### config.mk
export PLATFORM = sky130hd
export DESIGN_NAME = linear_glide_lag
export DESIGN_NICKNAME = d
export VERILOG_FILES = /design/src/lgl_pkg.sv /design/src/linear_glide_lag.sv /design/src/lgl_div.sv /design/src/lgl_acc.sv
export SDC_FILE = /design/constraint.sdc
export NUM_CORES = 1
export LEC_CHECK = 0
export BUFFER_PORTS_ARGS = -buffer_cell sky130_fd_sc_hd__buf_2
export CAP_MARGIN = 20
export CORE_MARGIN = 5
export CORE_UTILIZATION = 60
export DETAILED_ROUTE_END_ITERATION = 8
export GPL_ROUTABILITY_DRIVEN = 0
export PLACE_DENSITY_LB_ADDON = 0.12
export SYNTH_ARGS = -nofsm -noshare
export SYNTH_HDL_FRONTEND = slang
export SYNTH_SLANG_ARGS = --single-unit
### constraint.sdc
create_clock -name clk_i -period 9.6 [get_ports clk_i]
set_input_delay 0 -clock clk_i [delete_from_list [all_inputs] [get_ports clk_i]]
set_output_delay 0 -clock clk_i [all_outputs]
set_load 0.03 [all_outputs]
### src/lgl_pkg.sv
// Shared widths, state encoding and control bundle for the linear glide block.
package lgl_pkg;

  localparam int SAMPLE_BITS = 16;
  localparam int FRAC_BITS   = 16;
  localparam int TIME_W      = 16;
  // serial divide: one quotient bit per cycle over the scaled dividend
  localparam int DIV_W       = SAMPLE_BITS + FRAC_BITS;
  localparam int ACC_W       = SAMPLE_BITS + FRAC_BITS;
  localparam int SUM_W       = DIV_W + 2;
  localparam int CNT_W       = $clog2(DIV_W);
  localparam int IN_W        = ((SAMPLE_BITS + TIME_W + 7) / 8) * 8;
  localparam int OUT_W       = ((SAMPLE_BITS + 7) / 8) * 8;

  typedef enum logic [2:0] {
    ST_IDLE,
    ST_PREP,
    ST_DIV,
    ST_ADD,
    ST_CLAMP
  } st_e;

  typedef struct packed {
    logic prep;    // update origin, latch direction, start divider
    logic add;     // register accumulator + step
    logic commit;  // write clamped accumulator back
  } acc_ctrl_t;

endpackage

### src/linear_glide_lag.sv
// Linear glide (portamento) top level: stream ports, sequencer, output register.
// An accepted request passes PREP, DIV, ADD and CLAMP, and output tvalid rises
// once CLAMP commits; a new request is taken only back in IDLE. DIV is the 32-step
// serial divider (one quotient bit per cycle over SAMPLE_BITS + FRAC_BITS bits).
// The output register lets a new request enter while a result waits downstream.
// Reset (rst_ni low, async): accumulator, origin and previous target clear to 0.
module linear_glide_lag (
  input  logic                        clk_i,
  input  logic                        rst_ni,
  // request side
  input  logic                        s_axis_tvalid_i,
  output logic                        s_axis_tready_o,
  input  logic [lgl_pkg::IN_W-1:0]    s_axis_tdata_i,  // target_sample, glide_time
  input  logic                        s_axis_tlast_i,  // block_end
  // result side
  output logic                        m_axis_tvalid_o,
  input  logic                        m_axis_tready_i,
  output logic [lgl_pkg::OUT_W-1:0]   m_axis_tdata_o,  // glided_sample
  output logic                        m_axis_tlast_o   // block_end_out
);

  lgl_pkg::st_e                         state_q, state_d;
  lgl_pkg::acc_ctrl_t                   ctrl;
  logic signed [lgl_pkg::SAMPLE_BITS-1:0] x_q;
  logic [lgl_pkg::TIME_W-1:0]           t_q;
  logic [lgl_pkg::TIME_W-1:0]           t_in;
  logic                                 be_q;
  logic                                 m_valid_q;
  logic [lgl_pkg::SAMPLE_BITS-1:0]      m_data_q;
  logic                                 m_last_q;
  logic                                 s_accept;
  logic                                 out_free;
  logic                                 div_done;
  logic [lgl_pkg::DIV_W-1:0]            quot;
  logic [lgl_pkg::SAMPLE_BITS-1:0]      mag;
  logic [lgl_pkg::SAMPLE_BITS-1:0]      sample;

  assign s_accept = s_axis_tvalid_i && s_axis_tready_o;
  assign out_free = !m_valid_q || m_axis_tready_i;
  assign t_in     = s_axis_tdata_i[lgl_pkg::SAMPLE_BITS +: lgl_pkg::TIME_W];

  // next state
  always_comb begin
    state_d = state_q;
    unique case (state_q)
      lgl_pkg::ST_IDLE:  if (s_axis_tvalid_i) state_d = lgl_pkg::ST_PREP;
      lgl_pkg::ST_PREP:  state_d = lgl_pkg::ST_DIV;
      lgl_pkg::ST_DIV:   if (div_done) state_d = lgl_pkg::ST_ADD;
      lgl_pkg::ST_ADD:   state_d = lgl_pkg::ST_CLAMP;
      lgl_pkg::ST_CLAMP: if (out_free) state_d = lgl_pkg::ST_IDLE;
      default:           state_d = lgl_pkg::ST_IDLE;
    endcase
  end

  // state outputs
  always_comb begin
    s_axis_tready_o = (state_q == lgl_pkg::ST_IDLE);
    ctrl.prep       = (state_q == lgl_pkg::ST_PREP);
    ctrl.add        = (state_q == lgl_pkg::ST_ADD);
    ctrl.commit     = (state_q == lgl_pkg::ST_CLAMP) && out_free;
  end

  always_ff @(posedge clk_i or negedge rst_ni) begin
    if (!rst_ni) begin
      state_q   <= lgl_pkg::ST_IDLE;
      m_valid_q <= 1'b0;
    end else begin
      state_q <= state_d;
      if (ctrl.commit) begin
        m_valid_q <= 1'b1;
      end else if (m_axis_tready_i) begin
        m_valid_q <= 1'b0;
      end
    end
  end

  // request capture; a glide time of zero acts as one
  always_ff @(posedge clk_i) begin
    if (s_accept) begin
      x_q  <= s_axis_tdata_i[lgl_pkg::SAMPLE_BITS-1:0];
      t_q  <= (t_in == '0) ? lgl_pkg::TIME_W'(1) : t_in;
      be_q <= s_axis_tlast_i;
    end
    if (ctrl.commit) begin
      m_data_q <= sample;
      m_last_q <= be_q;
    end
  end

  lgl_div u_div (
    .clk_i     (clk_i),
    .rst_ni    (rst_ni),
    .start_i   (ctrl.prep),
    .mag_i     (mag),
    .divisor_i (t_q),
    .done_o    (div_done),
    .quot_o    (quot)
  );

  lgl_acc u_acc (
    .clk_i    (clk_i),
    .rst_ni   (rst_ni),
    .ctrl_i   (ctrl),
    .x_i      (x_q),
    .quot_i   (quot),
    .mag_o    (mag),
    .sample_o (sample)
  );

  assign m_axis_tvalid_o = m_valid_q;
  assign m_axis_tdata_o  = lgl_pkg::OUT_W'(m_data_q);
  assign m_axis_tlast_o  = m_last_q;

endmodule

### src/lgl_div.sv
// Bit-serial restoring divider: scaled magnitude / glide time, one bit per cycle.
module lgl_div (
  input  logic                           clk_i,
  input  logic                           rst_ni,
  input  logic                           start_i,
  input  logic [lgl_pkg::SAMPLE_BITS-1:0] mag_i,
  input  logic [lgl_pkg::TIME_W-1:0]      divisor_i,
  output logic                           done_o,
  output logic [lgl_pkg::DIV_W-1:0]       quot_o
);

  logic                         busy_q;
  logic [lgl_pkg::CNT_W-1:0]    cnt_q;
  logic [lgl_pkg::DIV_W-1:0]    dvd_q, dvd_d;
  logic [lgl_pkg::TIME_W-1:0]   rem_q, rem_d;
  logic [lgl_pkg::TIME_W-1:0]   dsr_q;
  logic [lgl_pkg::TIME_W:0]     shifted;
  logic [lgl_pkg::TIME_W:0]     trial;
  logic                         ge;

  // remainder stays below the divisor, so the shifted value fits TIME_W+1 bits
  always_comb begin
    shifted = {rem_q, dvd_q[lgl_pkg::DIV_W-1]};
    trial   = shifted - {1'b0, dsr_q};
    ge      = (shifted >= {1'b0, dsr_q});
    rem_d   = ge ? trial[lgl_pkg::TIME_W-1:0] : shifted[lgl_pkg::TIME_W-1:0];
    dvd_d   = {dvd_q[lgl_pkg::DIV_W-2:0], ge};
  end

  assign done_o = busy_q && (cnt_q == lgl_pkg::CNT_W'(lgl_pkg::DIV_W - 1));
  assign quot_o = dvd_q;

  always_ff @(posedge clk_i or negedge rst_ni) begin
    if (!rst_ni) begin
      busy_q <= 1'b0;
      cnt_q  <= '0;
    end else if (start_i) begin
      busy_q <= 1'b1;
      cnt_q  <= '0;
    end else if (busy_q) begin
      busy_q <= !done_o;
      cnt_q  <= cnt_q + 1'b1;
    end
  end

  always_ff @(posedge clk_i) begin
    if (start_i) begin
      dvd_q <= {mag_i, {lgl_pkg::FRAC_BITS{1'b0}}};
      rem_q <= '0;
      dsr_q <= divisor_i;
    end else if (busy_q) begin
      dvd_q <= dvd_d;
      rem_q <= rem_d;
    end
  end

endmodule

### src/lgl_acc.sv
// Glide state: origin tracking, step accumulation and directional clamp.
module lgl_acc (
  input  logic                                   clk_i,
  input  logic                                   rst_ni,
  input  lgl_pkg::acc_ctrl_t                     ctrl_i,
  input  logic signed [lgl_pkg::SAMPLE_BITS-1:0] x_i,
  input  logic [lgl_pkg::DIV_W-1:0]              quot_i,
  output logic [lgl_pkg::SAMPLE_BITS-1:0]        mag_o,
  output logic [lgl_pkg::SAMPLE_BITS-1:0]        sample_o
);

  logic signed [lgl_pkg::ACC_W-1:0]       acc_q, acc_d;
  logic signed [lgl_pkg::SAMPLE_BITS-1:0] prev_q;
  logic signed [lgl_pkg::SAMPLE_BITS-1:0] origin_q, origin_d;
  logic                                   neg_q;
  logic signed [lgl_pkg::SUM_W-1:0]       sum_q, sum_d;
  logic signed [lgl_pkg::SAMPLE_BITS:0]   diff;
  logic signed [lgl_pkg::SAMPLE_BITS:0]   mag_full;
  logic [lgl_pkg::DIV_W:0]                qe, sq;
  logic signed [lgl_pkg::SUM_W-1:0]       xq_ext;
  logic signed [lgl_pkg::ACC_W-1:0]       xq;

  always_comb begin
    origin_d = (x_i != prev_q) ? prev_q : origin_q;
    diff     = {x_i[lgl_pkg::SAMPLE_BITS-1], x_i}
             - {origin_d[lgl_pkg::SAMPLE_BITS-1], origin_d};
    mag_full = diff[lgl_pkg::SAMPLE_BITS] ? -diff : diff;
    mag_o    = mag_full[lgl_pkg::SAMPLE_BITS-1:0];
  end

  // quotient magnitude is truncated, so negating it truncates toward zero
  always_comb begin
    qe    = {1'b0, quot_i};
    sq    = neg_q ? (~qe + 1'b1) : qe;
    sum_d = {{2{acc_q[lgl_pkg::ACC_W-1]}}, acc_q} + {sq[lgl_pkg::DIV_W], sq};
  end

  // clamp on overshoot; the clamp alone keeps acc inside the sample range
  always_comb begin
    xq     = {x_i, {lgl_pkg::FRAC_BITS{1'b0}}};
    xq_ext = {{2{xq[lgl_pkg::ACC_W-1]}}, xq};
    acc_d  = sum_q[lgl_pkg::ACC_W-1:0];
    if (!neg_q && (sum_q > xq_ext)) begin
      acc_d = xq;
    end else if (neg_q && (sum_q < xq_ext)) begin
      acc_d = xq;
    end
    sample_o = acc_d[lgl_pkg::ACC_W-1:lgl_pkg::FRAC_BITS];
  end

  always_ff @(posedge clk_i or negedge rst_ni) begin
    if (!rst_ni) begin
      acc_q    <= '0;
      prev_q   <= '0;
      origin_q <= '0;
    end else begin
      if (ctrl_i.prep) begin
        origin_q <= origin_d;
        prev_q   <= x_i;
      end
      if (ctrl_i.commit) begin
        acc_q <= acc_d;
      end
    end
  end

  always_ff @(posedge clk_i) begin
    if (ctrl_i.prep) begin
      neg_q <= diff[lgl_pkg::SAMPLE_BITS];
    end
    if (ctrl_i.add) begin
      sum_q <= sum_d;
    end
  end

endmodule

==> results of run 1 <==
-- critical path, stage by stage, from the launching register on --
cell and delay, ns:
edfxtp_1 0.52, xor2_1 0.23, nor4_2 0.37, nand4_1 0.52, nor2_1 0.26, a21oi_1 0.08
xnor2_1 0.15, ha_1 0.24, a311oi_4 0.31, maj3_2 0.30, a21o_1 0.22, o211ai_1 0.18
a21oi_1 0.28, o221ai_1 0.22, or3_1 0.39, a31o_1 0.25, o31ai_1 0.33, o211ai_1 0.15
-- logic make-up after synthesis --
kind of cell             Yosys count
AND/OR/NAND/NOR                  400
adder cells (fa/ha/maj)           85
AO/OA/AOI/OAI                    280
flip-flops                       223
multiplexers                      74
buffers and inverters            136
XOR/XNOR                         120
-- layout make-up --
cell class                      count  area (sq um)  share of cell area
Multi-Input combinational cell    959          6600               0.444
Timing Repair Buffer              103           753              0.0507
Inverter                           72           270              0.0182
Clock buffer                       28           647              0.0435
Tap cell                          280           350              0.0236
Clock inverter                     18           239              0.0161
Sequential cell                   223          6010               0.404
-- metrics by stage --
stage               cell area [sq um]  hold WS, ns   util
floorplan                       13200       -0.296      -
global route                    14900       0.0147  0.685
CTS                             14800     0.000966  0.684
global placement                13600    -0.000868  0.626
finish                          14900      0.00704  0.685
detailed placement              13600      0.00129  0.626
-- routing by layer --
layer  GRT usage  wire length [um]  up-vias
li1            -                 -     4844
met1       0.333             13400     4619
met2       0.401             14000      237
met3      0.0336              1470       49
met4      0.0642               722        0
met5           0                 0        -
-- power groups by stage --
stage / Clock [uW] / Sequential, uW / Combinational (uW)
floorplan: 0 / 1710 / 2310
CTS: 1040 / 1770 / 2930
global placement: 0 / 1780 / 2840
detailed placement: 0 / 1790 / 2890
finish: 1020 / 1780 / 2940
global route: 1080 / 1830 / 3290
-- registers in the layout, indices dropped and copies added (netlist names) --
name             cells
u_acc.acc_q         32
x_q                 16
m_axis_tlast_o       1
m_axis_tdata_o      16
state_q              3
t_q                 16
u_acc.sum_q         34
u_div.busy_q         1
u_div.cnt_q          5
m_axis_tvalid_o      1
u_acc.prev_q        16
u_acc.neg_q          1
be_q                 1
u_div.rem_q         16
u_acc.origin_q      16
u_div.dsr_q         16
u_div.quot_o        32
-- Yosys cell counts, types with 8 or more instances --
cell type,number,area (sq um)
clkbuf_1,51,191
xor2_1,41,359
xnor2_1,77,674
nor2b_1,8,50.1
ha_1,78,976
o31ai_1,11,82.6
inv_1,71,267
a211oi_1,9,67.6
o21ai_0,91,455
nand2_1,174,653
a21boi_0,9,67.6
nand2b_1,16,100
nor2_1,75,282
mux2i_1,50,500
nand3_1,45,225
nand4_1,12,75.1
a21oi_1,57,285
o21a_1,12,90.1
edfxtp_1,117,3510
or3_1,13,81.3
dfrtp_1,74,1850
dfxtp_1,32,641
a31oi_1,16,100
nor4_1,10,62.6
mux2_2,23,259
o21bai_1,8,60.1
nor3_1,16,80.1
a21o_1,20,150
-- what timing repair did --
action	CTS	global route
setup buffers	0	0
endpoints found under the hold margin	67	0
resized for setup	0	0
endpoints found under the setup margin	0	0
hold buffers	37	0
-- placed cells by master, fill, tap and decap left out, types with 13 or more instances in the layout --
cell and instances:
mux2_2 23, buf_2 54, dfxtp_1 32, nand3_1 45, ha_1 78, a31oi_1 16
dlygate4sd3_1 36, nor2_1 75, a21o_1 20, or3_1 13, nand2_1 174, xor2_1 41
a21oi_1 57, nand2b_1 16, edfxtp_1 117, xnor2_1 77, mux2i_1 49, clkbuf_16 25
dfrtp_1 73, inv_1 70, o21ai_0 91, nor3_1 16
-- path summary, 6_finish.rpt --
kind / start / endpoint / slack (ns) / cells after the start
setup / recovery: x_q[4] / u_div.quot_o[30] / 4.33 / 17
hold / removal: rst_ni / u_acc.acc_q[19] / 0.007 / 3
setup reg to reg: x_q[4] / u_div.quot_o[30] / 4.33 / 17
hold reg to reg: t_q[6] / u_div.dsr_q[6] / 0.42 / 0
max in group asynchronous: rst_ni / u_acc.prev_q[3] / 8.98 / 3
min in group clk_i: s_axis_tdata_i[0] / x_q[0] / 0.18 / 2
==> results_dict.tcl, run 1 <==
set metrics [dict create \
    setup_ws_ns 4.33 \
    clk_path_buf_depth 3 \
    cp_max_fo 13 \
    vias 9749 \
    synth-main-ff-cell "edfxtp_1" \
    grt_use_total 0.241 \
    synth_fa_ha_area_frac 0.0811 \
    synth_compound_area_frac 0.136 \
    fillers 1659 \
    internal_power_uw 3360 \
    cts_tree "yes" \
    critical_path.startpoint_type "register" \
    wire_per_inst_um 17.6 \
    finClkSkew_ns 0.00864 \
    ir_drop_mv 0.255 \
    design.portCount 56 \
    ys_types 86 \
    totalWireLength_um 29600 \
    power_density_mw_per_mm2 387 \
    dp.cells 1599 \
    fin_nets 1501 \
    cts.clk_slew.worst_paths_ns 0.06 \
    clock_power_share 0.178 \
    grt_max_degree 90 \
    grt-ovfl-total 0 \
    vias_per_cell 5.79 \
    setup_viol 0 \
    fin_crit_sh 0.549 \
    worst_setup_path_end_kind "register" \
    antenna_left 0 \
    clk_latency_ns 0.53 \
    avgSynthCellArea_sq_um 9.99 \
    layout-drive-gt1-share 0.114 \
    hold_class "input port to async pin" \
    synth_edf_count 117 \
    rows 54 \
    setup_tns_ns 0 \
    drc 0 \
    drt_first_pass_iters 5 \
    die_y_um 158 \
    syn-instance-count 1318 \
    area_delta_synth_final_pct 12.9 \
    cts_buffers 25 \
    yosysWarnings 0 \
    p_total_uw 5750 \
    die_x_um 158 \
    synth_xor_area_frac 0.0810 \
    initial_utilization 0.607 \
    p_sw_frac 0.415 \
    dieArea_sq_mm 0.0250 \
    drv_slew 0 \
    antenna_found_initial 0 \
    critPathArrivalTime_ns 5.53 \
    yosys.area_share.simple 0.143 \
    cts-root-buf "clkbuf_16" \
    switchingPower_uw 2380 \
    place_hpwl_um 20400 \
    synth_top_family_by_area "simple AND/OR/NAND/NOR gates" \
    grt_setup_unrepaired "false" \
    drt-initial-drc-count 652 \
    power.share.sequential 0.310 \
    diodes 0 \
    mappedNetlistArea_sq_mm 0.0132 \
    final_cell_count_no_fill 1683 \
    required_ns 9.86 \
    dp_slack_ns 4.46 \
    outcome "finished clean" \
    worst_pin_slew_ns 0.915 \
    grt_pass1_vias 9641 \
    drv_cap 0 \
    combinationalPowerShare 0.512 \
    async_reset_ff_frac 0.332 \
    htree_levels 1 \
    max_freq_mhz 190 \
    port_buffers 55 \
    synth_nets 1435 \
    hold_violations 0 \
    power_leakage_uw 0.00645 \
    worstSetupPathType "register to register" \
    coreArea_sq_mm 0.0217 \
    muxShareOfSynthArea 0.0586 \
    grt_pass1_wl_um 49100 \
    relSlewSlack 0.390 \
    layout_min_cycle_time_ns 5.27 \
    clock-sinks 223 \
    ys_seq_area_frac 0.456 \
    ys_ff_latch 223 \
]
Note: power is estimated with default switching activity, not from simulation.
==> run 2, diff against run 1 <==
- clock period: 9.6 -> 5.1 ns (I/O delays scaled with it)
==> run 2 against run 1 <==
Clock skew rose by 0.00080 ns. Register-to-register slack worse by 4.0 ns. Sequential power up 88%. Cell count grew 0.48%. Via count down 0.31%. Die area is the same. Maximum frequency grew 10%. Core utilization up 0.18 points. Design area is 0.26% higher. Clock power is 81% higher. Non-clock buffer count is 9 higher. Largest cell class unchanged.
==> results_dict.tcl, run 2 (synthesized netlist as in run 1, its figures left out) <==
set metrics [dict create \
    outcome "finished clean" \
    critPathArrivalTime_ns 5.05 \
    grt_pass1_wl_um 48200 \
    initial_utilization 0.607 \
    clk_latency_ns 0.52 \
    clock-sinks 223 \
    worst_pin_slew_ns 1.00 \
    hold_path_end "x_q[7]" \
    relSlewSlack 0.331 \
    rr_worst_depth 21 \
    grt-ovfl-total 0 \
    r2r-start "u_div.quot_o[0]" \
    r2r_slack_ns 0.32 \
    htree_levels 1 \
    grt_max_degree 90 \
    rows 54 \
    grt_use_total 0.239 \
    antenna_found_initial 0 \
    diodes 0 \
    totalWireLength_um 29400 \
    antenna_left 0 \
    mostFrequentLayoutCell "nand2_1" \
    post_cts_buffers 0 \
    cp_max_fo 6 \
    fillers 1706 \
    top_register "u_acc.sum_q" \
    r2r_end "u_acc.sum_q[31]" \
    grt_pass1_vias 9616 \
    dieArea_sq_mm 0.0250 \
    cts_buffers 25 \
    final_util 0.687 \
    area_delta_synth_final_pct 13.2 \
    finClkSkew_ns 0.00944 \
    clk_path_buf_depth 3 \
    drv_cap 0 \
    min_from "s_axis_tdata_i[7]" \
    fin_crit_sh 0.938 \
    required_ns 5.37 \
    power_leakage_uw 0.00648 \
    hold_class "input port to register" \
    die_x_um 158 \
    stdcell_area_sq_mm 0.0149 \
    cts_tree "yes" \
    die_y_um 158 \
    vias 9719 \
    layout-drive-gt1-share 0.118 \
    fin_nets 1510 \
    port_buffers 55 \
    worstSetupStartpoint "u_div.quot_o[0]" \
    critical_path.startpoint_type "register" \
    drv_slew 0 \
    ir_drop_mv 0.414 \
    power_density_mw_per_mm2 727 \
    hold_depth 2 \
    drc 0 \
    layout_min_cycle_time_ns 4.78 \
    wire_per_inst_um 17.4 \
    cts.clk_slew.worst_paths_ns 0.06 \
    placed_cell_area_sq_mm 0.0136 \
    final_cell_count_no_fill 1691 \
    vias_per_cell 5.75 \
    worst_setup_path_end_kind "register" \
    drt_first_pass_iters 5 \
    coreArea_sq_mm 0.0217 \
    cts-root-buf "clkbuf_16" \
    drt-initial-drc-count 491 \
    mostFrequentLayoutCells "nand2_1, edfxtp_1, o21ai_0" \
    max_freq_mhz 209 \
    setup_viol 0 \
    dp.cells 1608 \
    largest_reg_flops 34 \
    hold_violations 0 \
    place_hpwl_um 20900 \
    worstSetupPathType "register to register" \
    design.portCount 56 \
]
[run 2: changes by cell type in the layout (fill, tap and decap cells not counted), sizes merged]
| cell | change |
|---|---|
| inv | -1 |
| clkbuf | +5 |
| buf | +8 |
| dlygate4sd3 | +1 |
| clkinv | -4 |
| bufinv | -1 |
[run 2: how the worst max path moves through the flow]
| stage | endpoint | slack, ns | depth (start not counted) |
|---|---|---|---|
| after floorplan | u_div.quot_o[30] | 0.55 | 20 |
| after global placement | u_div.quot_o[30] | 0.35 | 18 |
| after detailed placement | u_acc.sum_q[32] | 0.31 | 19 |
| after CTS | u_acc.sum_q[32] | 0.26 | 19 |
| after global routing | u_acc.sum_q[31] | -0.03 | 21 |
| final | u_acc.sum_q[31] | 0.32 | 21 |
[run 2: routing by layer]
metal / share of wire / global-route usage / vias to the layer above
met2: 0.47 / 0.399 / 203
li1: - / - / 4859
met5: 0 / 0 / -
met1: 0.45 / 0.323 / 4591
met4: 0.031 / 0.0711 / 0
met3: 0.050 / 0.0377 / 66
[run 2: report_power, final]
part,switching (uW),total [uW],internal (uW)
logic,3250,5640,2390
registers,534,3340,2800
clock network,716,1850,1140
[run 2: repair_timing]
| action | CTS | global route |
|---|---|---|
| gates resized for setup | 0 | 4 |
| hold buffers | 38 | 0 |
| endpoints found under the hold margin | 63 | 0 |
| endpoints found under the setup margin | 0 | 2 |
[run 2: final cells by class]
type | instances | area [sq um] | area share
Clock inverter | 12 | 174 | 0.0117
Sequential cell | 223 | 6010 | 0.403
Tap cell | 280 | 350 | 0.0235
Timing Repair Buffer | 112 | 811 | 0.0544
Multi-Input combinational cell | 959 | 6620 | 0.444
Clock buffer | 33 | 676 | 0.0453
Inverter | 72 | 270 | 0.0181
[run 2: critical path: stages (launching register included)]
cell and delay [ns]:
dfxtp_1 0.37, inv_1 0.08, ha_1 0.15, nand2_1 0.06
or3_1 0.32, or3_1 0.38, o31ai_1 0.28, xnor2_1 0.17
ha_1 0.28, inv_1 0.10, nor2_1 0.06, o21a_1 0.16
o21ai_0 0.14, o211ai_1 0.13, nor4_1 0.29, o41a_1 0.34
a211oi_1 0.11, a21oi_1 0.27, a31oi_1 0.22, a211o_1 0.29
a21o_1 0.20, xor2_1 0.14
[run 2: metrics by stage]
stage	power, uW	hold WS (ns)	setup WS [ns]	setup TNS [ns]
6_report	10800	0.193	0.317	0
5_1_grt	11700	0.187	-0.0325	-0.0325
4_1_cts	10800	0.158	0.256	0
3_5_place_dp	8910	-0.0428	0.311	0
3_3_place_gp	8770	-0.0477	0.350	0
2_1_floorplan	7560	-0.296	0.549	0
